==> config.mk <==
export PLATFORM = sky130hd
export DESIGN_NAME = rmq_sqrt
export DESIGN_NICKNAME = d
export VERILOG_FILES = /design/src/design/rotation_matrix_to_quaternion_macros.svh /design/src/design/rmq_sqrt.sv
export SDC_FILE = /design/constraint.sdc
export NUM_CORES = 1
export LEC_CHECK = 0
export BUFFER_PORTS_ARGS = -buffer_cell sky130_fd_sc_hd__buf_2
export CORE_MARGIN = 4
export CORE_UTILIZATION = 40
export CTS_CLUSTER_DIAMETER = 30
export DETAILED_ROUTE_END_ITERATION = 8
export PLACE_DENSITY = 0.53
export SKIP_CTS_REPAIR_TIMING = 1
export SYNTH_ARGS = -nofsm -noshare
export SYNTH_HDL_FRONTEND = slang
export SYNTH_SLANG_ARGS = --single-unit
==> constraint.sdc <==
create_clock -name clk -period 2.9 [get_ports clk]
set_clock_uncertainty 0.15 [all_clocks]
set_input_delay 0.145 -clock clk [delete_from_list [all_inputs] [get_ports clk]]
set_output_delay 0.145 -clock clk [all_outputs]
set_load 0.02 [all_outputs]
==> src/design/rotation_matrix_to_quaternion_macros.svh <==
// Assertion macros shared by the rotation matrix to quaternion design.
`ifndef ROTATION_MATRIX_TO_QUATERNION_MACROS_SVH
`define ROTATION_MATRIX_TO_QUATERNION_MACROS_SVH

// Same-cycle implication, checked outside reset.
`define RMQ_ASSERT_IMPL(lbl, ante, cons, msg) \
    lbl: assert property (@(posedge clk) disable iff (!rst_n) (ante) |-> (cons)) \
        else $error(msg);

// Next-cycle implication, checked outside reset.
`define RMQ_ASSERT_NEXT(lbl, ante, cons, msg) \
    lbl: assert property (@(posedge clk) disable iff (!rst_n) (ante) |=> (cons)) \
        else $error(msg);

`endif

==> src/design/rmq_sqrt.sv <==
// Pipelined square root, two radicand bits per stage, rounded to nearest.
`default_nettype none
module rmq_sqrt #(
    parameter int IN_W  = 30,
    parameter int TAG_W = 8
) (
    input  wire logic                  clk,
    input  wire logic                  rst_n,
    input  wire logic                  en,
    input  wire logic                  in_valid,
    input  wire logic [IN_W-1:0]       in_x,
    input  wire logic [TAG_W-1:0]      in_tag,
    output logic                       out_valid,
    output logic [(IN_W+1)/2:0]        out_root,
    output logic [TAG_W-1:0]           out_tag
);
    localparam int N   = (IN_W + 1) / 2;
    localparam int XP  = 2 * N;
    localparam int RMW = N + 1;

    logic             cur_valid [N+1];
    logic [XP-1:0]    cur_x     [N+1];
    logic [RMW-1:0]   cur_rem   [N+1];
    logic [N-1:0]     cur_root  [N+1];
    logic [TAG_W-1:0] cur_tag   [N+1];

    logic             valid_reg [N];
    logic [XP-1:0]    x_reg     [N];
    logic [RMW-1:0]   rem_reg   [N];
    logic [N-1:0]     root_reg  [N];
    logic [TAG_W-1:0] tag_reg   [N];

    logic             out_valid_reg;
    logic [RMW-1:0]   out_root_reg;
    logic [TAG_W-1:0] out_tag_reg;
    logic [RMW-1:0]   root_ext;

    assign cur_valid[0] = in_valid;
    assign cur_x[0]     = XP'(in_x);
    assign cur_rem[0]   = '0;
    assign cur_root[0]  = '0;
    assign cur_tag[0]   = in_tag;

    for (genvar k = 0; k < N; k++)
    begin : g_stage
        logic [RMW+1:0] rem2, trial, diff;
        logic           take;

        assign rem2  = {cur_rem[k], cur_x[k][XP-1-2*k -: 2]};
        assign trial = (RMW+2)'({cur_root[k], 2'b01});
        assign take  = (rem2 >= trial);
        assign diff  = rem2 - trial;

        always_ff @(posedge clk or negedge rst_n)
        begin
            if (!rst_n)
            begin
                valid_reg[k] <= 1'b0;
            end
            else if (en)
            begin
                valid_reg[k] <= cur_valid[k];
            end
        end

        always_ff @(posedge clk)
        begin
            if (en)
            begin
                x_reg[k]    <= cur_x[k];
                rem_reg[k]  <= take ? diff[RMW-1:0] : rem2[RMW-1:0];
                root_reg[k] <= {cur_root[k][N-2:0], take};
                tag_reg[k]  <= cur_tag[k];
            end
        end

        assign cur_valid[k+1] = valid_reg[k];
        assign cur_x[k+1]     = x_reg[k];
        assign cur_rem[k+1]   = rem_reg[k];
        assign cur_root[k+1]  = root_reg[k];
        assign cur_tag[k+1]   = tag_reg[k];
    end

    // Round up when the remainder exceeds the root, i.e. the radicand lies
    // at or above the midpoint to the next square.
    assign root_ext = {1'b0, cur_root[N]};

    always_ff @(posedge clk or negedge rst_n)
    begin
        if (!rst_n)
        begin
            out_valid_reg <= 1'b0;
        end
        else if (en)
        begin
            out_valid_reg <= cur_valid[N];
        end
    end

    always_ff @(posedge clk)
    begin
        if (en)
        begin
            out_root_reg <= root_ext + RMW'(cur_rem[N] > root_ext);
            out_tag_reg  <= cur_tag[N];
        end
    end

    assign out_valid = out_valid_reg;
    assign out_root  = out_root_reg;
    assign out_tag   = out_tag_reg;
endmodule
`default_nettype wire

==> impl_metrics.sql <==
INSERT INTO impl_metrics (metric_group, metric, value, unit) VALUES
('outcome', 'status', 'finished, violations left', ''),
('outcome', 'violations', 'setup timing', ''),
('timing', 'final-max-slew-violation-count', '0', ''),
('min_path', 'hold_path.startpoint', 'in_x[23]', ''),
('timing', 'setup_ws', '-0.0238', 'ns'),
('yosys', 'yosys_most_used_dff', 'sky130_fd_sc_hd__edfxtp_1', ''),
('yosys', 'asyncSetResetFlopFracSynth', '2.24', '%'),
('setup_path', 'timing.setup.critical_path_class', 'flip-flop to flip-flop', ''),
('pwr', 'intPower', '26500', 'uW'),
('clocking', 'cts_made_buffers', '148', ''),
('die', 'initial_core_util', '40.6', '%'),
('routing', 'route.vias.total', '17900', ''),
('yosys', 'syn_avg_cell_area', '14.2', 'sq um'),
('clocking', 'tritoncts', 'done', ''),
('timing', 'timing.hold.ws', '0.0329', 'ns'),
('place', 'place.port_buffers', '66', ''),
('min_path', 'worst_hold_path_type', 'input port to flip-flop', ''),
('pwr', 'pwr-share-clk', '49.1', '%'),
('yosys', 'synth_common_cells', 'sky130_fd_sc_hd__edfxtp_1 (698), sky130_fd_sc_hd__inv_1 (184), sky130_fd_sc_hd__ha_1 (154)', ''),
('yosys', 'seq_area_frac_synth', '68.8', '%'),
('yosys', 'synth_most_common_cell', 'sky130_fd_sc_hd__edfxtp_1', ''),
('clocking', 'clk_pin_slew_worst_paths', '0.04', 'ns'),
('finish', 'antennaDiodeCount', '0', ''),
('setup_path', 'timing.rr.start', 'rem_reg[14][9]', ''),
('die', 'die_area', '82200', 'sq um'),
('yosys', 'synth.ff_latch_count', '714', ''),
('clocking', 'clkSinkCount', '714', ''),
('grt', 'grt_max_degree', '97', ''),
('pwr', 'power_leakage', '0.0154', 'uW'),
('finish', 'fin_cells', '3699', ''),
('setup_path', 'critical_path_arrival', '3.22', 'ns'),
('yosys', 'mappedNetlistNets', '2385', ''),
('timing', 'grt_setup_unrepaired', 'yes', ''),
('yosys', 'post_synth_num_cell_types', '69', ''),
('die', 'core-area', '76500', 'sq um'),
('pwr', 'design_power_total', '34900', 'uW'),
('grt', 'track_usage', '13.5', '%'),
('setup_path', 'timing.critical_path.required', '3.19', 'ns'),
('timing', 'setup-violations-final', '2', ''),
('finish', 'stdcell_area', '39600', 'sq um'),
('setup_path', 'reg2reg_slack', '-0.02', 'ns'),
('timing', 'max_slew.worst_pin.slew', '0.957', 'ns'),
('yosys', 'netlist_instances', '2189', ''),
('setup_path', 'cp_max_fo', '3', ''),
('routing', 'post_drt_via_cell_ratio', '4.83', ''),
('die', 'chip_height', '287', 'microns'),
('place', 'dp_slack', '-0.0802', 'ns'),
('die', 'horizontal_die_dimension', '287', 'microns'),
('place', 'post-place-cells', '3355', ''),
('grt', 'antenna_violations_before_repair', '1', ''),
('run', 'max_capacitance_violation_count', '0', ''),
('clocking', 'clockRootBuffer', 'sky130_fd_sc_hd__clkbuf_16', ''),
('grt', 'grt_overflow_total', '0', ''),
('die', 'rows', '101', ''),
('min_path', 'min_to', 'x_reg[0][23]', ''),
('setup_path', 'crit-reg2reg-capture', 'out_root[12]', ''),
('finish', 'final_net_count', '2746', ''),
('min_path', 'depth_of_the_worst_hold_timing_path', '2', ''),
('finish', 'area_delta_synth_final', '27.5', '%'),
('place', 'detailed_place.area', '33500', 'sq um'),
('yosys', 'synth.cell_area', '31100', 'sq um'),
('place', 'place.gp.congestion', '0.881', ''),
('timing', 'maxSlewHeadroom', '34.6', '%'),
('yosys', 'yosysWarnings', '0', ''),
('pwr', 'p_switching', '8390', 'uW'),
('setup_path', 'worst-r2r-cell-count', '14', ''),
('place', 'detailed_place_hpwl', '38.0', 'mm'),
('pwr', 'share_seq_of_total_power', '38.4', '%'),
('clocking', 'clock_path_buffers', '3', ''),
('setup_path', 'worstSetupEndpointType', 'flip-flop', ''),
('routing', 'drt_wl_total', '55.6', 'mm');
## kinds of logic (layout without fill, tap and decap cells)
kind of cell	Yosys count	after routing	synth area share, %
simple gates	488	488	7.86
buf+inv	220	700	2.69
other cells	1	1	0.0121
fa+ha+maj	154	154	6.20
mux	56	56	2.01
flops	714	714	68.8
xor+xnor	177	177	4.99
compound gates	379	379	7.47
## metal layers
layer | wire, microns | GRT usage [%]
met1 | 24500 | 17.0
met5 | 13 | 0
met2 | 27000 | 22.2
met4 | 1560 | 5.80
met3 | 2560 | 3.56
## stage by stage
step,util [%],TNS (ns)
final,51.8,-0.0304
after floorplan,-,0
after global placement,43.8,-0.0597
after CTS,50.6,-0.315
after global routing,51.8,-1.52
after detailed placement,43.8,-0.154
## placed cells by master, fill, tap and decap left out, types with 8 or more instances in the layout
cell	instances
sky130_fd_sc_hd__buf_2	65
sky130_fd_sc_hd__bufinv_16	24
sky130_fd_sc_hd__a21o_1	28
sky130_fd_sc_hd__xnor2_1	101
sky130_fd_sc_hd__dlygate4sd3_1	69
sky130_fd_sc_hd__buf_4	98
sky130_fd_sc_hd__and2_1	9
sky130_fd_sc_hd__clkinvlp_4	16
sky130_fd_sc_hd__buf_12	11
sky130_fd_sc_hd__nand4_1	16
sky130_fd_sc_hd__clkbuf_16	149
sky130_fd_sc_hd__o21ai_0	90
sky130_fd_sc_hd__clkinv_1	21
sky130_fd_sc_hd__nor4_1	17
sky130_fd_sc_hd__o21bai_1	8
sky130_fd_sc_hd__edfxtp_1	698
sky130_fd_sc_hd__inv_1	183
sky130_fd_sc_hd__nand2b_1	31
sky130_fd_sc_hd__clkinv_2	19
sky130_fd_sc_hd__o31ai_1	12
sky130_fd_sc_hd__mux2_2	50
sky130_fd_sc_hd__nor2b_1	22
sky130_fd_sc_hd__nor3_1	57
sky130_fd_sc_hd__ha_1	151
sky130_fd_sc_hd__nand3_1	33
sky130_fd_sc_hd__nor2_1	134
sky130_fd_sc_hd__xor2_1	75
sky130_fd_sc_hd__a211oi_1	14
sky130_fd_sc_hd__dfrtp_1	16
sky130_fd_sc_hd__clkbuf_1	17
sky130_fd_sc_hd__a21oi_1	127
sky130_fd_sc_hd__a31oi_1	9
sky130_fd_sc_hd__nand3b_1	8
sky130_fd_sc_hd__o21a_1	21
sky130_fd_sc_hd__nand2_1	92
sky130_fd_sc_hd__or3_1	21
## area by class of cell
cell class	instances	area, sq um
clock buffer	166	3790
inverter	186	698
multi-input combinational	1255	9040
fill	6366	36900
tap	1030	1290
timing repair buffer	245	2000
clock inverter	103	1420
sequential	714	21400
## worst max-delay path by stage
stage          cells past startpoint               to             start
6_report                          14     out_root[12]    rem_reg[14][9]
5_1_grt                           14     out_root[12]    rem_reg[14][9]
2_1_floorplan                      9  rem_reg[14][10]    rem_reg[13][0]
4_1_cts                           13     out_root[14]  root_reg[1][101]
3_3_place_gp                      13     out_root[14]  root_reg[1][101]
3_5_place_dp                      14     out_root[14]    rem_reg[14][9]
## worst max-delay path, cell delays in order, from the launching register on
cell and delay (ns):
sky130_fd_sc_hd__edfxtp_1 0.41, sky130_fd_sc_hd__ha_4 0.29, sky130_fd_sc_hd__a21o_1 0.11, sky130_fd_sc_hd__a21o_1 0.12, sky130_fd_sc_hd__a21oi_2 0.05, sky130_fd_sc_hd__o21ai_1 0.16
sky130_fd_sc_hd__buf_4 0.14, sky130_fd_sc_hd__a21oi_2 0.03, sky130_fd_sc_hd__a31oi_1 0.16, sky130_fd_sc_hd__ha_2 0.25, sky130_fd_sc_hd__ha_4 0.14, sky130_fd_sc_hd__nand4_1 0.16
sky130_fd_sc_hd__nor2b_2 0.24, sky130_fd_sc_hd__nand3_1 0.12, sky130_fd_sc_hd__xnor2_1 0.14
## power by group through the flow
stage / clock, uW / combinational (uW) / sequential (uW)
floorplan: 0 / 2840 / 13400
global placement: 0 / 4040 / 13600
detailed placement: 0 / 4130 / 13600
CTS: 17600 / 4160 / 13400
global route: 18100 / 4880 / 13500
finish: 17100 / 4340 / 13400
No activity file was read; power rests on OpenSTA's default activity.
