`config.mk`:
```
export PLATFORM = sky130hd
export DESIGN_NAME = rmq_div
export DESIGN_NICKNAME = d
export VERILOG_FILES = /design/src/design/rotation_matrix_to_quaternion_macros.svh /design/src/design/rmq_pkg.sv /design/src/design/rmq_div.sv
export SDC_FILE = /design/constraint.sdc
export NUM_CORES = 2
export LEC_CHECK = 0
export ABC_AREA = 0
export BUFFER_PORTS_ARGS = -buffer_cell sky130_fd_sc_hd__buf_2
export CAP_MARGIN = 10
export CORE_UTILIZATION = 50
export DETAILED_ROUTE_END_ITERATION = 8
export GPL_TIMING_DRIVEN = 0
export PLACE_DENSITY = 0.77
export SYNTH_ARGS = -nofsm -noshare
export SYNTH_HDL_FRONTEND = slang
export SYNTH_SLANG_ARGS = --single-unit
```
`constraint.sdc`:
```
create_clock -name clk -period 3.74 [get_ports clk]
set_clock_uncertainty 0.05 [all_clocks]
set_input_delay 0.748 -clock clk [delete_from_list [all_inputs] [get_ports clk]]
set_output_delay 0.748 -clock clk [all_outputs]
set_load 0.05 [all_outputs]
```
`src/design/rotation_matrix_to_quaternion_macros.svh`:
```
// Assertion macros shared by the rotation matrix to quaternion design.
`ifndef ROTATION_MATRIX_TO_QUATERNION_MACROS_SVH
`define ROTATION_MATRIX_TO_QUATERNION_MACROS_SVH

// Same-cycle implication, checked outside reset.
`define RMQ_ASSERT_IMPL(lbl, ante, cons, msg) \
    lbl: assert property (@(posedge clk) disable iff (!rst_n) (ante) |-> (cons)) \
        else $error(msg);

// Next-cycle implication, checked outside reset.
`define RMQ_ASSERT_NEXT(lbl, ante, cons, msg) \
    lbl: assert property (@(posedge clk) disable iff (!rst_n) (ante) |=> (cons)) \
        else $error(msg);

`endif

```
`src/design/rmq_pkg.sv`:
```
// Shared types, constants and width functions for the quaternion converter.
`default_nettype none
package rmq_pkg;

    localparam int NUM_COMP = 4;

    typedef enum logic [1:0] {
        SLOT_X = 2'd0,
        SLOT_Y = 2'd1,
        SLOT_Z = 2'd2,
        SLOT_W = 2'd3
    } comp_slot_t;

    typedef struct packed {
        comp_slot_t slot;
        logic       degen;
    } front_tag_t;

    // Width of the signed square root argument.
    function automatic int arg_width(input int dw, input int fb);
        arg_width = ((dw > fb + 1) ? dw : fb + 1) + 3;
    endfunction

    // Width of the unsigned square root input, argument scaled by 2^(fb-2).
    function automatic int root_in_width(input int dw, input int fb);
        root_in_width = arg_width(dw, fb) - 1 + fb - 2;
    endfunction

endpackage
`default_nettype wire

```
`src/design/rmq_div.sv`:
```
// Pipelined restoring divider, one quotient bit per stage, four lanes with a shared divisor.
`default_nettype none
module rmq_div #(
    parameter int NUM_W = 32,
    parameter int DEN_W = 12,
    parameter int QUO_W = 16,
    parameter int TAG_W = 8
) (
    input  wire logic             clk,
    input  wire logic             rst_n,
    input  wire logic             en,
    input  wire logic             in_valid,
    input  wire logic [NUM_W-1:0] in_num [rmq_pkg::NUM_COMP],
    input  wire logic [DEN_W-1:0] in_den,
    input  wire logic [TAG_W-1:0] in_tag,
    output logic                  out_valid,
    output logic [QUO_W-1:0]      out_quo [rmq_pkg::NUM_COMP],
    output logic                  out_ovf [rmq_pkg::NUM_COMP],
    output logic [TAG_W-1:0]      out_tag
);
    localparam int HI_W = NUM_W - QUO_W;
    localparam int RW   = ((HI_W > DEN_W) ? HI_W : DEN_W) + 1;
    localparam int L    = rmq_pkg::NUM_COMP;

    // Stage 0 loads the high numerator bits and flags quotients that do not
    // fit in QUO_W bits; those lanes saturate later.
    logic             valid_reg [QUO_W+1];
    logic [DEN_W-1:0] den_reg   [QUO_W+1];
    logic [TAG_W-1:0] tag_reg   [QUO_W+1];
    logic [RW-1:0]    rem_reg   [QUO_W+1][L];
    logic [QUO_W-1:0] lo_reg    [QUO_W+1][L];
    logic [QUO_W-1:0] quo_reg   [QUO_W+1][L];
    logic             ovf_reg   [QUO_W+1][L];
    logic [RW-1:0]    hi_in     [L];

    for (genvar n = 0; n < L; n++)
    begin : g_load
        assign hi_in[n] = RW'(in_num[n][NUM_W-1:QUO_W]);
    end

    always_ff @(posedge clk or negedge rst_n)
    begin
        if (!rst_n)
        begin
            valid_reg[0] <= 1'b0;
        end
        else if (en)
        begin
            valid_reg[0] <= in_valid;
        end
    end

    always_ff @(posedge clk)
    begin
        if (en)
        begin
            den_reg[0] <= in_den;
            tag_reg[0] <= in_tag;
            for (int n = 0; n < L; n++)
            begin
                rem_reg[0][n] <= hi_in[n];
                lo_reg[0][n]  <= in_num[n][QUO_W-1:0];
                quo_reg[0][n] <= '0;
                ovf_reg[0][n] <= (hi_in[n] >= RW'(in_den));
            end
        end
    end

    for (genvar k = 0; k < QUO_W; k++)
    begin : g_stage
        logic [RW:0] rem2 [L];
        logic [RW:0] diff [L];
        logic        take [L];

        for (genvar n = 0; n < L; n++)
        begin : g_lane
            assign rem2[n] = {rem_reg[k][n], lo_reg[k][n][QUO_W-1-k]};
            assign take[n] = (rem2[n] >= (RW+1)'(den_reg[k]));
            assign diff[n] = rem2[n] - (RW+1)'(den_reg[k]);
        end

        always_ff @(posedge clk or negedge rst_n)
        begin
            if (!rst_n)
            begin
                valid_reg[k+1] <= 1'b0;
            end
            else if (en)
            begin
                valid_reg[k+1] <= valid_reg[k];
            end
        end

        always_ff @(posedge clk)
        begin
            if (en)
            begin
                den_reg[k+1] <= den_reg[k];
                tag_reg[k+1] <= tag_reg[k];
                for (int n = 0; n < L; n++)
                begin
                    rem_reg[k+1][n] <= take[n] ? diff[n][RW-1:0] : rem2[n][RW-1:0];
                    lo_reg[k+1][n]  <= lo_reg[k][n];
                    quo_reg[k+1][n] <= {quo_reg[k][n][QUO_W-2:0], take[n]};
                    ovf_reg[k+1][n] <= ovf_reg[k][n];
                end
            end
        end
    end

    assign out_valid = valid_reg[QUO_W];
    assign out_tag   = tag_reg[QUO_W];
    for (genvar n = 0; n < L; n++)
    begin : g_out
        assign out_quo[n] = quo_reg[QUO_W][n];
        assign out_ovf[n] = ovf_reg[QUO_W][n];
    end
endmodule
`default_nettype wire
```
==> summary.txt <==
Run status
  – Status: complete, no violations

Floorplan
  – Io pins: 229
  – Core area: 0.257 mm²
  – Starting density of the core: 50.4%
  – DIE WIDTH: 511 µm
  – Die Ht: 511 µm
  – Die footprint: 0.261 mm²
  – Row count: 186

Synth
  – Largest area contributor in the netlist: edfxtp_1
  – Net count after synthesis: 11,100
  – Distinct cell type count after synthesis: 87
  – Async SR Flop Fraction: 0.658%
  – Top cell type's share of synthesized area: 59.5%
  – Post-synthesis area per instance: 12.9 µm²
  – Post-synth EDFFs: 2,568
  – Post-Syn Area: 0.130 mm²
  – Seq cells post-synth: 2,585
  – Main synth FF type: edfxtp_1
  – Top post-synthesis cells by area: edfxtp_1 (60%), ha_1 (7.9%), mux2_2 (3.9%)
  – Yosys warnings: 0
  – Mapped Cells: 10,000
  – Sequential fraction of the synthesis area: 59.9%

Cells and area
  – Layout area overhead: 14.2%
  – Multi-input gate area: 0.0496 mm²
  – Most common cell after layout, fill and taps aside: edfxtp_1
  – Max reg flops: 1,084
  – Filler instances: 20,100
  – Nets: 11,800
  – Most frequent cells in the layout: edfxtp_1 (2,568), nor2_1 (888), ha_1 (815)
  – Share of cells above drive strength 1: 13.7%
  – Storage cell area: 0.0775 mm²

Timing
  – Max-slew violations: 0
  – # setup viols final: 0
  – Crit path time final: 3.67 ns
  – Tcrit/Tclk final: 98.0%
  – Max Freq: 273 MHz
  – Worst hold margin: 0.0473 ns
  – Slew headroom: 26.8%
  – Worst Tran Pin Value: 1.10 ns
  – Setup ws final: 0.0741 ns
  – Final Hold Viols: 0

Placement
  – I/O Buffers: 228
  – Pre-CTS setup slack: -2.38 ns
  – Post-DP HPWL: 238 mm
  – GPL Wtd Cong: 0.957

GRT
  – First-pass GRT wire length: 477 mm
  – Tot GR Track Use: 23.9%
  – Initial antenna violation count: 11
  – Total gr overflow: 0
  – Largest net degree at the start of global routing: 178
  – Vias in the first global route: 82,500

Routing
  – Detailed-route DRC error count: 0
  – Via-to-Cell Ratio: 5.61
  – Routed WL per cell: 22.0 µm
  – Drt first pass iters: 5
  – Routed vias: 80,800
  – Post-DRT Antenna Nets: 0
  – Iteration-0 DRC Markers: 4,713
  – WL final: 317 mm

Power
  – Leak: 55.5 nW
  – Power Dens Cells: 718 mW/mm²
  – Maximum ir drop on the vdd rail: 0.000478 V

Worst setup path
  – Crit Path Category: flip-flop to flip-flop
  – Crit path max-delay family: simple AND/OR/NAND/NOR gates
  – Slowest library cell on the worst path: nor4_1
  – Worst-path maximum fanout: 10
  – CP required: 4.30 ns
  – Crit-path cells: inv_1 > ha_1 > and3_1 > nand2_1 > nor4_1 > or3_1 > or3_1 > buf_6 > buf_6 > mux2_4
  – R2r setup slk: 0.07 ns
  – Number of buffers and inverters on the critical path: 3
  – CP startpoint kind: flip-flop
  – Max incr delay on CP: 0.87 ns
  – Critical Path End Type: flip-flop
  – Crit path arrival time: 4.22 ns

Clock network
  – Clk pin slew, worst setup/hold paths: 0.06 ns
  – CTS Root Cell: clkbuf_16
  – H-tree levels: 5
  – Num CTS Buffers: 288
  – Clock Tree Buf Depth: 4
  – Clock latency on the worst-skew pair: 0.86 ns
  – CTS tree: yes
  – CTS sink count: 2,585

Flow run
  – Number of max-cap violations: 0

Min path
  – Worst hold path class: input port to flip-flop
-- worst reg2reg max path: stages (launching register included) --
cell and delay (ns):
edfxtp_1 0.40, inv_1 0.40, ha_1 0.28, and3_1 0.21
nand2_1 0.11, nor4_1 0.87, or3_1 0.22, or3_1 0.23
buf_6 0.17, buf_6 0.18, mux2_4 0.32
-- worst paths after layout --
path,start,depth (start not counted),end
worst max-delay path,den_reg[0][176]$_DFFE_PP_,10,rem_reg[15][43]$_DFFE_PP_
worst min-delay path,in_den[10],1,den_reg[0][10]$_DFFE_PP_
worst max register to register,den_reg[0][176]$_DFFE_PP_,10,rem_reg[15][43]$_DFFE_PP_
worst min register to register,tag_reg[0][55]$_DFFE_PP_,0,tag_reg[0][63]$_DFFE_PP_
max in group asynchronous,rst_n,2,valid_reg[10]$_DFFE_PN0P_
min in group asynchronous,rst_n,2,valid_reg[15]$_DFFE_PN0P_
-- power by group --
part	internal (mW)	total [mW]	switching, mW
Sequential	39.6	43.2	3.58
Clock	16.9	28.7	11.8
Combinational	15.5	34.3	18.8
-- metrics by stage --
stage / instances / instance area (µm²) / TNS, ns / utilization [%] / power [mW]
floorplan: 10000 / 130000 / 0 / - / 67.7
global placement: 13600 / 135000 / - / 52.5 / 77.2
detailed placement: 13700 / 135000 / -426.36 / 52.6 / 76.7
CTS: 14400 / 147000 / -0.109 / 57.3 / 106
global route: 14400 / 148000 / -0.206 / 57.5 / 112
finish: 14400 / 148000 / 0 / 57.5 / 106
-- synthesized netlist by cell type (16+ instances only) --
| cell type | number |
|---|---|
| nand2b_1 | 94 |
| buf_2 | 35 |
| a21oi_1 | 587 |
| dfrtp_1 | 17 |
| o41ai_1 | 29 |
| nor4_1 | 31 |
| a221oi_1 | 23 |
| a31oi_1 | 52 |
| o21bai_1 | 64 |
| ha_1 | 816 |
| nand4_1 | 78 |
| nand2_1 | 457 |
| o41a_1 | 35 |
| a21boi_0 | 37 |
| nor2_1 | 891 |
| and2_1 | 75 |
| mux2i_1 | 73 |
| o211ai_1 | 33 |
| nor2b_1 | 153 |
| xor2_1 | 231 |
| o21a_1 | 139 |
| o311ai_0 | 19 |
| a211oi_1 | 69 |
| fa_1 | 60 |
| or4_1 | 33 |
| and3_1 | 81 |
| or2_2 | 56 |
| clkbuf_1 | 118 |
| a21o_1 | 307 |
| o21ai_0 | 539 |
| nor3_1 | 244 |
| or3_1 | 99 |
| nand3_1 | 115 |
| mux2_2 | 446 |
| inv_1 | 525 |
| edfxtp_1 | 2568 |
| nor4b_1 | 16 |
| xnor2_1 | 394 |
| and4_1 | 38 |
| o31ai_1 | 66 |
| a2111oi_0 | 31 |
| a311oi_1 | 18 |
| a211o_1 | 19 |
-- area by class of cell --
cell class	instances	area share, %
timing repair buffer	480	2.69
inverter	525	1.41
sequential	2585	52.4
multi-input combinational	6743	33.5
clock inverter	177	1.50
tap	3384	2.86
clock buffer	335	5.02
buffer	167	0.583
antenna	7	0.0118
-- cells by family (layout without fill, tap and decap cells) --
group           Yosys count  after routing  share of synthesized area (%)
compound gates         2197           2197                           11.0
other cells               0              7                              0
flops                  2585           2585                           59.9
simple gates           2515           2515                           9.44
buf+inv                 700           1684                           2.12
xor+xnor                625            625                           4.23
mux                     530            530                           4.55
fa+ha+maj               876            876                           8.81
-- metal layers --
layer | track usage [%] | vias to the layer above | share of wire (%)
li1 | - | 39400 | -
met1 | 23.2 | 38500 | 35
met2 | 45.9 | 1947 | 54
met3 | 2.41 | 865 | 2.8
met4 | 18.3 | 4 | 8.8
met5 | 0 | - | 0.0076
-- timing repair --
item                       in CTS  in global routing
gates resized for setup        97                119
pin swaps                       6                 13
hold buffers                  138                  0
gates cloned                    5                  0
hold endpoints to repair      154                  0
buffers inserted               67                 25
setup endpoints to repair     637                354
(Power assumes the default switching activity.)
