## src/design/rotation_matrix_to_quaternion_macros.svh

```systemverilog
// Assertion macros shared by the rotation matrix to quaternion design.
`ifndef ROTATION_MATRIX_TO_QUATERNION_MACROS_SVH
`define ROTATION_MATRIX_TO_QUATERNION_MACROS_SVH

// Same-cycle implication, checked outside reset.
`define RMQ_ASSERT_IMPL(lbl, ante, cons, msg) \
    lbl: assert property (@(posedge clk) disable iff (!rst_n) (ante) |-> (cons)) \
        else $error(msg);

// Next-cycle implication, checked outside reset.
`define RMQ_ASSERT_NEXT(lbl, ante, cons, msg) \
    lbl: assert property (@(posedge clk) disable iff (!rst_n) (ante) |=> (cons)) \
        else $error(msg);

`endif

```

## src/design/rmq_pkg.sv

```systemverilog
// Shared types, constants and width functions for the quaternion converter.
`default_nettype none
package rmq_pkg;

    localparam int NUM_COMP = 4;

    typedef enum logic [1:0] {
        SLOT_X = 2'd0,
        SLOT_Y = 2'd1,
        SLOT_Z = 2'd2,
        SLOT_W = 2'd3
    } comp_slot_t;

    typedef struct packed {
        comp_slot_t slot;
        logic       degen;
    } front_tag_t;

    // Width of the signed square root argument.
    function automatic int arg_width(input int dw, input int fb);
        arg_width = ((dw > fb + 1) ? dw : fb + 1) + 3;
    endfunction

    // Width of the unsigned square root input, argument scaled by 2^(fb-2).
    function automatic int root_in_width(input int dw, input int fb);
        root_in_width = arg_width(dw, fb) - 1 + fb - 2;
    endfunction

endpackage
`default_nettype wire

```

## src/design/rmq_front.sv

```systemverilog
// Front stage: trace, leading component choice, root argument and pair terms.
`default_nettype none
module rmq_front #(
    parameter int DATA_WIDTH = 16,
    parameter int FRAC_BITS  = 14
) (
    input  wire logic                         clk,
    input  wire logic                         rst_n,
    input  wire logic                         en,
    input  wire logic                         in_valid,
    input  wire logic signed [DATA_WIDTH-1:0] m00,
    input  wire logic signed [DATA_WIDTH-1:0] m01,
    input  wire logic signed [DATA_WIDTH-1:0] m02,
    input  wire logic signed [DATA_WIDTH-1:0] m10,
    input  wire logic signed [DATA_WIDTH-1:0] m11,
    input  wire logic signed [DATA_WIDTH-1:0] m12,
    input  wire logic signed [DATA_WIDTH-1:0] m20,
    input  wire logic signed [DATA_WIDTH-1:0] m21,
    input  wire logic signed [DATA_WIDTH-1:0] m22,
    output logic                              out_valid,
    output logic [rmq_pkg::root_in_width(DATA_WIDTH, FRAC_BITS)-1:0] out_x,
    output logic signed [DATA_WIDTH:0]        out_d [rmq_pkg::NUM_COMP],
    output rmq_pkg::front_tag_t               out_tag
);
    localparam int AW = rmq_pkg::arg_width(DATA_WIDTH, FRAC_BITS);
    localparam int XW = rmq_pkg::root_in_width(DATA_WIDTH, FRAC_BITS);
    localparam int DW = DATA_WIDTH + 1;
    localparam logic signed [AW-1:0] ONE = AW'(1) << FRAC_BITS;

    logic signed [AW-1:0] a00, a11, a22, trace, arg;
    logic signed [DW-1:0] d_next [rmq_pkg::NUM_COMP];
    logic [XW-1:0]        x_next;
    rmq_pkg::front_tag_t  tag_next;

    logic                 valid_reg;
    logic [XW-1:0]        x_reg;
    logic signed [DW-1:0] d_reg [rmq_pkg::NUM_COMP];
    rmq_pkg::front_tag_t  tag_reg;

    assign a00   = AW'(m00);
    assign a11   = AW'(m11);
    assign a22   = AW'(m22);
    assign trace = a00 + a11 + a22;

    always_comb
    begin
        for (int c = 0; c < rmq_pkg::NUM_COMP; c++)
        begin
            d_next[c] = '0;
        end
        priority if (trace > 0)
        begin
            tag_next.slot = rmq_pkg::SLOT_W;
        end
        else if (m00 < m11)
        begin
            tag_next.slot = (m11 < m22) ? rmq_pkg::SLOT_Z : rmq_pkg::SLOT_Y;
        end
        else
        begin
            tag_next.slot = (m00 < m22) ? rmq_pkg::SLOT_Z : rmq_pkg::SLOT_X;
        end
        unique case (tag_next.slot)
            rmq_pkg::SLOT_W:
            begin
                arg       = trace + ONE;
                d_next[0] = DW'(m21) - DW'(m12);
                d_next[1] = DW'(m02) - DW'(m20);
                d_next[2] = DW'(m10) - DW'(m01);
            end
            rmq_pkg::SLOT_X:
            begin
                arg       = a00 - a11 - a22 + ONE;
                d_next[1] = DW'(m10) + DW'(m01);
                d_next[2] = DW'(m20) + DW'(m02);
                d_next[3] = DW'(m21) - DW'(m12);
            end
            rmq_pkg::SLOT_Y:
            begin
                arg       = a11 - a22 - a00 + ONE;
                d_next[0] = DW'(m01) + DW'(m10);
                d_next[2] = DW'(m21) + DW'(m12);
                d_next[3] = DW'(m02) - DW'(m20);
            end
            default:
            begin
                arg       = a22 - a00 - a11 + ONE;
                d_next[0] = DW'(m02) + DW'(m20);
                d_next[1] = DW'(m12) + DW'(m21);
                d_next[3] = DW'(m10) - DW'(m01);
            end
        endcase
        tag_next.degen = (arg <= 0);
        x_next = tag_next.degen ? '0 : (XW'(arg[AW-2:0]) << (FRAC_BITS - 2));
    end

    always_ff @(posedge clk or negedge rst_n)
    begin
        if (!rst_n)
        begin
            valid_reg <= 1'b0;
        end
        else if (en)
        begin
            valid_reg <= in_valid;
        end
    end

    always_ff @(posedge clk)
    begin
        if (en)
        begin
            x_reg   <= x_next;
            d_reg   <= d_next;
            tag_reg <= tag_next;
        end
    end

    assign out_valid = valid_reg;
    assign out_x     = x_reg;
    assign out_d     = d_reg;
    assign out_tag   = tag_reg;
endmodule
`default_nettype wire

```

## config.mk

```make
export PLATFORM = sky130hd
export DESIGN_NAME = rmq_front
export DESIGN_NICKNAME = d
export VERILOG_FILES = /design/src/design/rotation_matrix_to_quaternion_macros.svh /design/src/design/rmq_pkg.sv /design/src/design/rmq_front.sv
export SDC_FILE = /design/constraint.sdc
export NUM_CORES = 1
export LEC_CHECK = 0
export BUFFER_PORTS_ARGS = -buffer_cell sky130_fd_sc_hd__buf_2
export CORE_MARGIN = 10
export CORE_UTILIZATION = 39
export DETAILED_ROUTE_END_ITERATION = 12
export GPL_ROUTABILITY_DRIVEN = 0
export PLACE_DENSITY = 0.68
export SYNTH_ARGS = -nofsm -noshare
export SYNTH_HDL_FRONTEND = slang
export SYNTH_SLANG_ARGS = --single-unit
```

## constraint.sdc

```tcl
create_clock -name clk -period 0.8 [get_ports clk]
set_input_delay 0.08 -clock clk [delete_from_list [all_inputs] [get_ports clk]]
set_output_delay 0.08 -clock clk [all_outputs]
set_load 0.02 [all_outputs]
```

==> out/summary.log, run 1 <==
INFO  status         result_of_the_run=complete, but fails checks
INFO  status         violations_in_the_final_reports=setup timing
INFO  sta            final_clock_skew=0ps
INFO  yosys          yosys_warnings=0
INFO  setup_path     critical_path.startpoint_type=input port
INFO  layout         leading_cell_types_in_the_layout_fill_and_taps_excluded=buf_4, ha_1, inv_1
INFO  yosys          synthArstFlopShare=0.0111
INFO  yosys          seq_area_frac_synth=0.171
INFO  floorplan      die_width=221um
INFO  setup_path     r2r-end=out_valid
INFO  drt            drt_pass1_iterations=5
INFO  floorplan      ioPinCount=250
INFO  clock_tree     root_buffer=clkbuf_16
INFO  drt            initial_drt_markers=1545
INFO  sta            setup_viol=179
INFO  sta            setup-tns-final=-372290ps
INFO  setup_path     crit_required=990ps
INFO  clock_tree     cts_tree=yes
INFO  clock_tree     clkTransAtPathRegs=60ps
INFO  sta            finalHoldWorstSlack=28.7ps
INFO  setup_path     setup.worst_path.class=in -> reg
INFO  sta            tightest_slew=713ps
INFO  sta            report.final.slew_viol_count=0
INFO  floorplan      die-area=48900um^2
INFO  sta            grt_setup_unrepaired=true
INFO  layout         drive_gt1_frac=0.402
INFO  hold_path      hp-class=in -> async
INFO  yosys          syn-instance-count=1778
INFO  drt            num_vias=17100
INFO  global_route   groute.usage.overall=0.242
INFO  power          vdd_ir_drop_max=0.00124V
INFO  global_route   vias_in_the_first_global_route=17600
INFO  layout         post-route-util=0.612
INFO  layout         finalNetCount=3142
INFO  drt            ant_nets=0
INFO  power          powerDensity=2200nW/um^2
INFO  sta            final.setup.worst_slack=-4410ps
INFO  setup_path     reg2regPathDepth=1
INFO  yosys          synth_ff_type=edfxtp_1
INFO  power          design_power_total=53.7mW
INFO  global_route   overflow=0
INFO  clock_tree     clk-insertion-delay-late=350ps
INFO  drt            wl_per_cell=20.0um
INFO  floorplan      start_util=0.395
INFO  yosys          synth_edf_count=89
INFO  setup_path     cp.arrival=5400ps
INFO  flow_run       drv.max_cap_violation_count=0
INFO  floorplan      core_area=39900um^2
INFO  sta            minimum_clock_period_after_layout=5210ps
INFO  floorplan      die_y=221um
INFO  setup_path     startpoint=m00[1]
INFO  setup_path     setup_slack_of_the_most_critical_reg_to_reg_path=30ps
INFO  layout         syn_to_final_growth=54.8%
INFO  placement      detailedPlacementHpwl=50.2mm
INFO  sta            final-hold-violation-count=0
INFO  drt            route.detailed.vias_per_inst=5.42
INFO  global_route   pin_count_of_the_biggest_net_entering_global_routing=26
INFO  yosys          netlist-cell-type-count=80
INFO  setup_path     reg2reg_from=out_valid
INFO  clock_tree     numClockSinks=90
INFO  sta            slew_headroom=0.520
INFO  global_route   antenna_found_initial=1
INFO  setup_path     critPathMaxFanout=4
INFO  global_route   grt_first_pass_wirelength=96.1mm
INFO  sta            max_clock_freq=0.192GHz
INFO  placement      place_ws=-4720ps
INFO  layout         layout.cells.most_common=buf_4
INFO  yosys          post_synth.cell_area_avg=8.87um^2
INFO  drt            drt_drc_violations_left=0
INFO  drt            detail_route.wirelength=63.1mm
INFO  yosys          ys_ff_latch=90
INFO  setup_path     worst_setup_path_end_kind=register
INFO  clock_tree     cts-buffers-inserted=9
INFO  clock_tree     htree_num_levels=3
INFO  power          power.static_leakage=11.9nW
INFO  floorplan      core.rowCount=73
INFO  yosys          synth_area=15800um^2
INFO  placement      io_buffer_count=237
INFO  clock_tree     ctsLongestPathBuffers=2
INFO  sta            finalCritPeriodShare=6.52
## cells in the mapped netlist (20+ instances only)
master / n / area (um^2)
o221ai_1: 31 / 272
nor2_1: 115 / 432
fa_1: 79 / 1580
nor3_1: 41 / 205
xor2_1: 35 / 307
o22ai_1: 25 / 156
nor2b_1: 29 / 181
o21ai_0: 70 / 350
edfxtp_1: 89 / 2670
inv_1: 195 / 732
ha_1: 297 / 3720
o21bai_1: 20 / 150
clkbuf_1: 44 / 165
nand3_1: 29 / 145
a211oi_1: 28 / 210
a21oi_1: 125 / 626
a21o_1: 31 / 233
xnor2_1: 85 / 744
nand2_1: 74 / 278
o21a_1: 39 / 293
## critical path, cell delays in order
cell	delay, ps
buf_6	100
fa_1	470
ha_2	210
fa_2	360
a21o_1	210
a311o_1	330
a211oi_2	290
a21oi_2	110
or2_4	240
a21oi_2	130
xor2_1	210
ha_2	200
nand2b_1	70
a2111oi_2	230
o211ai_1	160
nor4_1	180
nand4_1	190
nor4_4	230
buf_4	180
nor2_4	50
or3_1	420
a2111oi_4	380
nand4_1	160
o21ai_1	190
## power breakdown
| part | total (mW) | internal (mW) | switching [mW] | leakage (nW) |
|---|---|---|---|---|
| Combinational | 40.6 | 20.2 | 20.4 | 10.9 |
| Clock | 4.41 | 2.59 | 1.82 | 0.150 |
| Sequential | 8.67 | 7.36 | 1.31 | 0.877 |
## logic make-up (layout without fill, tap and decap cells)
group / Yosys count / count (layout) / synth area share
AOI/OAI and AO/OA: 506 / 506 / 0.219
xor gates and xnor gates: 120 / 120 / 0.0666
adders and majority gates: 376 / 376 / 0.336
buffers and inverters: 269 / 1102 / 0.0683
DFF: 90 / 90 / 0.171
muxes: 24 / 24 / 0.0158
other: 1 / 13 / 0.000238
and+or+nand+nor: 392 / 393 / 0.123
## metal layers
metal	up-vias	GRT usage	part of all wire
li1	7984	-	-
met1	8154	0.292	0.40
met2	766	0.424	0.49
met3	153	0.0415	0.071
met4	0	0.0839	0.037
met5	-	0	0
## sequential cells by signal, summed over array words and instances (netlist names)
signal     cells
out_valid      1
out_x         18
out_d         68
out_tag        3
## final cells by class
| class | count | area (um^2) |
|---|---|---|
| well taps | 525 | 657 |
| inverters | 195 | 732 |
| diodes | 1 | 2.50 |
| flip-flops and latches | 90 | 2700 |
| clock buffers | 13 | 260 |
| multi-input cells | 1431 | 12800 |
| clock inverters | 3 | 40.0 |
| fillers | 3165 | 15500 |
| repair buffers | 891 | 7220 |
## worst max-delay path by stage
| stage | end | depth (start not counted) | slack (ps) |
|---|---|---|---|
| after detailed placement | out_tag[0] | 23 | -4720 |
| final | out_tag[0] | 24 | -4410 |
| after CTS | out_tag[0] | 23 | -4200 |
| after floorplan | out_tag[0] | 23 | -4340 |
| after global routing | out_tag[0] | 24 | -4590 |
| after global placement | out_tag[0] | 23 | -4610 |
## through the flow
stage | instance area, um^2 | instances
after global placement | 22000 | 3078
after floorplan | 16100 | 1789
after global routing | 24400 | 3149
after CTS | 24100 | 3134
after detailed placement | 22000 | 3078
final | 24400 | 3149
## what timing repair did
item | 4_1_cts | 5_1_grt
setup endpoints to repair | 179 | 179
pin swaps | 31 | 13
hold endpoints to repair | 2 | 0
resized for setup | 322 | 60
cloned | 11 | 2
hold buffers | 2 | 0
setup buffers | 28 | 21
(Power assumes the default switching activity.)
==> run 2, diff against run 1 <==
--- a/config.mk
+++ b/config.mk
@@ -10,7 +10,6 @@
 export CORE_UTILIZATION = 39
 export DETAILED_ROUTE_END_ITERATION = 12
 export GPL_ROUTABILITY_DRIVEN = 0
-export PLACE_DENSITY = 0.68
 export SYNTH_ARGS = -nofsm -noshare
 export SYNTH_HDL_FRONTEND = slang
 export SYNTH_SLANG_ARGS = --single-unit
==> run 2 against run 1 <==
Against the previous run:
- the run still ends with setup timing left
- via count shrank 2.8%
- hold slack lost 6.9 ps
- fmax grew 0.45%
- design area shrank 1.7%
- clock power shrank 4%
- setup slack gained 23 ps
- power shrank 4.2%
- wire length shrank 2.8%
- critical path type unchanged
- critical endpoint unchanged
==> out/summary.log, run 2 (synthesis results as in run 1) <==
INFO  power          power.static_leakage=11.7nW
INFO  layout         layout.cells.most_common=buf_4
INFO  layout         multiInputGateArea=12700um^2
INFO  global_route   groute.usage.overall=0.237
INFO  sta            max_clock_freq=0.193GHz
INFO  clock_tree     htree_num_levels=3
INFO  drt            initial_drt_markers=1064
INFO  clock_tree     clk-insertion-delay-late=360ps
INFO  power          vdd_ir_drop_max=0.00153V
INFO  clock_tree     root_buffer=clkbuf_16
INFO  sta            report.final.slew_viol_count=0
INFO  sta            final.setup.worst_slack=-4390ps
INFO  global_route   overflow=0
INFO  drt            drt_drc_violations_left=0
INFO  sta            finalCritPeriodShare=6.49
INFO  setup_path     setup.worst_path.class=in -> reg
INFO  layout         leading_cell_types_in_the_layout_fill_and_taps_excluded=buf_4, ha_1, inv_1
INFO  placement      dp_cells=3071
INFO  floorplan      core.rowCount=73
INFO  floorplan      die-area=48900um^2
INFO  layout         finalNetCount=3125
INFO  drt            num_vias=16600
INFO  placement      place_ws=-4880ps
INFO  clock_tree     ctsLongestPathBuffers=2
INFO  hold_path      hp-class=in -> async
INFO  global_route   antenna_found_initial=0
INFO  sta            final-hold-violation-count=0
INFO  sta            setup_viol=179
INFO  sta            minimum_clock_period_after_layout=5190ps
INFO  floorplan      core_area=39900um^2
INFO  setup_path     crit_required=1000ps
INFO  floorplan      start_util=0.395
INFO  placement      detailedPlacementHpwl=50.2mm
INFO  layout         stdcell_area=24000um^2
INFO  placement      io_buffer_count=237
INFO  drt            route.detailed.vias_per_inst=5.30
INFO  sta            final_clock_skew=0ps
INFO  layout         drive_gt1_frac=0.389
INFO  layout         fillCellCount=3440
INFO  setup_path     cp.arrival=5390ps
INFO  global_route   vias_in_the_first_global_route=17200
INFO  setup_path     critical_path.startpoint_type=input port
INFO  floorplan      die_y=221um
INFO  power          design_power_total=51.4mW
INFO  clock_tree     cts_tree=yes
INFO  drt            detail_route.wirelength=61.3mm
INFO  sta            tightest_slew=819ps
INFO  setup_path     worst_setup_path_end_kind=register
INFO  global_route   pin_count_of_the_biggest_net_entering_global_routing=38
INFO  layout         post-route-util=0.602
INFO  layout         largest_reg_flops=68
INFO  status         result_of_the_run=complete, but fails checks
INFO  clock_tree     clkTransAtPathRegs=70ps
INFO  drt            wl_per_cell=19.6um
INFO  layout         layout.cells.non_filler=3131
INFO  power          powerDensity=2140nW/um^2
INFO  sta            grt_setup_unrepaired=true
INFO  status         violations_in_the_final_reports=setup timing
INFO  floorplan      ioPinCount=250
INFO  drt            ant_nets=0
INFO  placement      placedInstanceArea=22000um^2
INFO  layout         antennaDiodeCount=0
INFO  drt            drt_pass1_iterations=6
INFO  floorplan      die_width=221um
INFO  flow_run       drv.max_cap_violation_count=0
INFO  clock_tree     cts-buffers-inserted=9
INFO  setup_path     critPathMaxFanout=6
INFO  global_route   grt_first_pass_wirelength=93.9mm
INFO  clock_tree     numClockSinks=90
INFO  layout         syn_to_final_growth=52.2%
INFO  layout         final-seq-area=2700um^2
INFO  sta            slew_headroom=0.440
==> run 2: cell types whose count changed in the layout (fill, tap and decap cells not counted), moves of 4 or more <==
cell      delta
o21ai_2      -4
nand3_2      -4
nand2_2      -4
o221ai_2    -10
nand3_1      +4
o221ai_1    +10
nor2_2       -4
buf_16       -9
buf_4       -10
==> run 2: area by class of cell <==
class                           count  area share
Multi-Input combinational cell   1431       0.529
Timing Repair Buffer              874       0.290
Sequential cell                    90       0.112
Inverter                          195      0.0305
Tap cell                          525      0.0274
Clock buffer                        9     0.00938
Clock inverter                      7     0.00214
==> run 2: what timing repair did <==
action | 4_1_cts | 5_1_grt
pin swaps | 18 | 13
gates cloned | 6 | 3
hold buffers | 2 | 0
resized for setup | 257 | 83
endpoints found under the setup margin | 179 | 179
buffers inserted | 20 | 22
hold endpoints to repair | 2 | 0
==> run 2: per-stage QoR <==
| stage | hold WS (ps) | TNS, ps |
|---|---|---|
| after floorplan | -216 | -358500 |
| after global placement | -144 | -387560 |
| after detailed placement | -143 | -400940 |
| after CTS | 12.8 | -373640 |
| after global routing | 27.6 | -406820 |
| final | 21.7 | -383410 |
==> run 2: path summary, 6_finish.rpt <==
path | slack, ps | to | start | cells after the start
max | -4390 | out_tag[0] | m00[1] | 23
min | 20 | out_valid | rst_n | 2
max reg2reg | 30 | out_valid | out_valid | 1
min reg2reg | 530 | out_valid | out_valid | 1
max in group asynchronous | 690 | out_valid | rst_n | 2
min in group clk | 130 | out_d[63] | en | 2
==> run 2: routing by layer <==
metal  routed length (um)  GRT usage  vias up
met5                    0          0        -
met1                26100      0.302     7915
li1                     -          -     7936
met2                29300      0.407      638
met3                 4340     0.0403       96
met4                 1550     0.0557        0
==> run 2: critical path, stage by stage <==
cell,delay [ps]
buf_6,100
fa_1,470
ha_2,210
fa_2,370
a21o_1,220
a311o_1,330
a211oi_4,320
a21oi_2,110
or2_4,240
a21oi_2,150
xor2_1,220
ha_2,210
nand2b_1,60
a2111oi_2,210
o211ai_1,140
nor4_1,200
nand4_1,180
nor4_4,280
or2_4,260
mux2_4,340
a2111oi_4,330
nand4_1,160
o21ai_1,180
==> run 2: power breakdown <==
part | total [mW] | switching, mW | internal (mW)
registers | 8.77 | 1.42 | 7.35
clock network | 4.24 | 2.11 | 2.13
logic | 38.4 | 19.3 | 19.0
total | 51.4 | 22.9 | 28.5
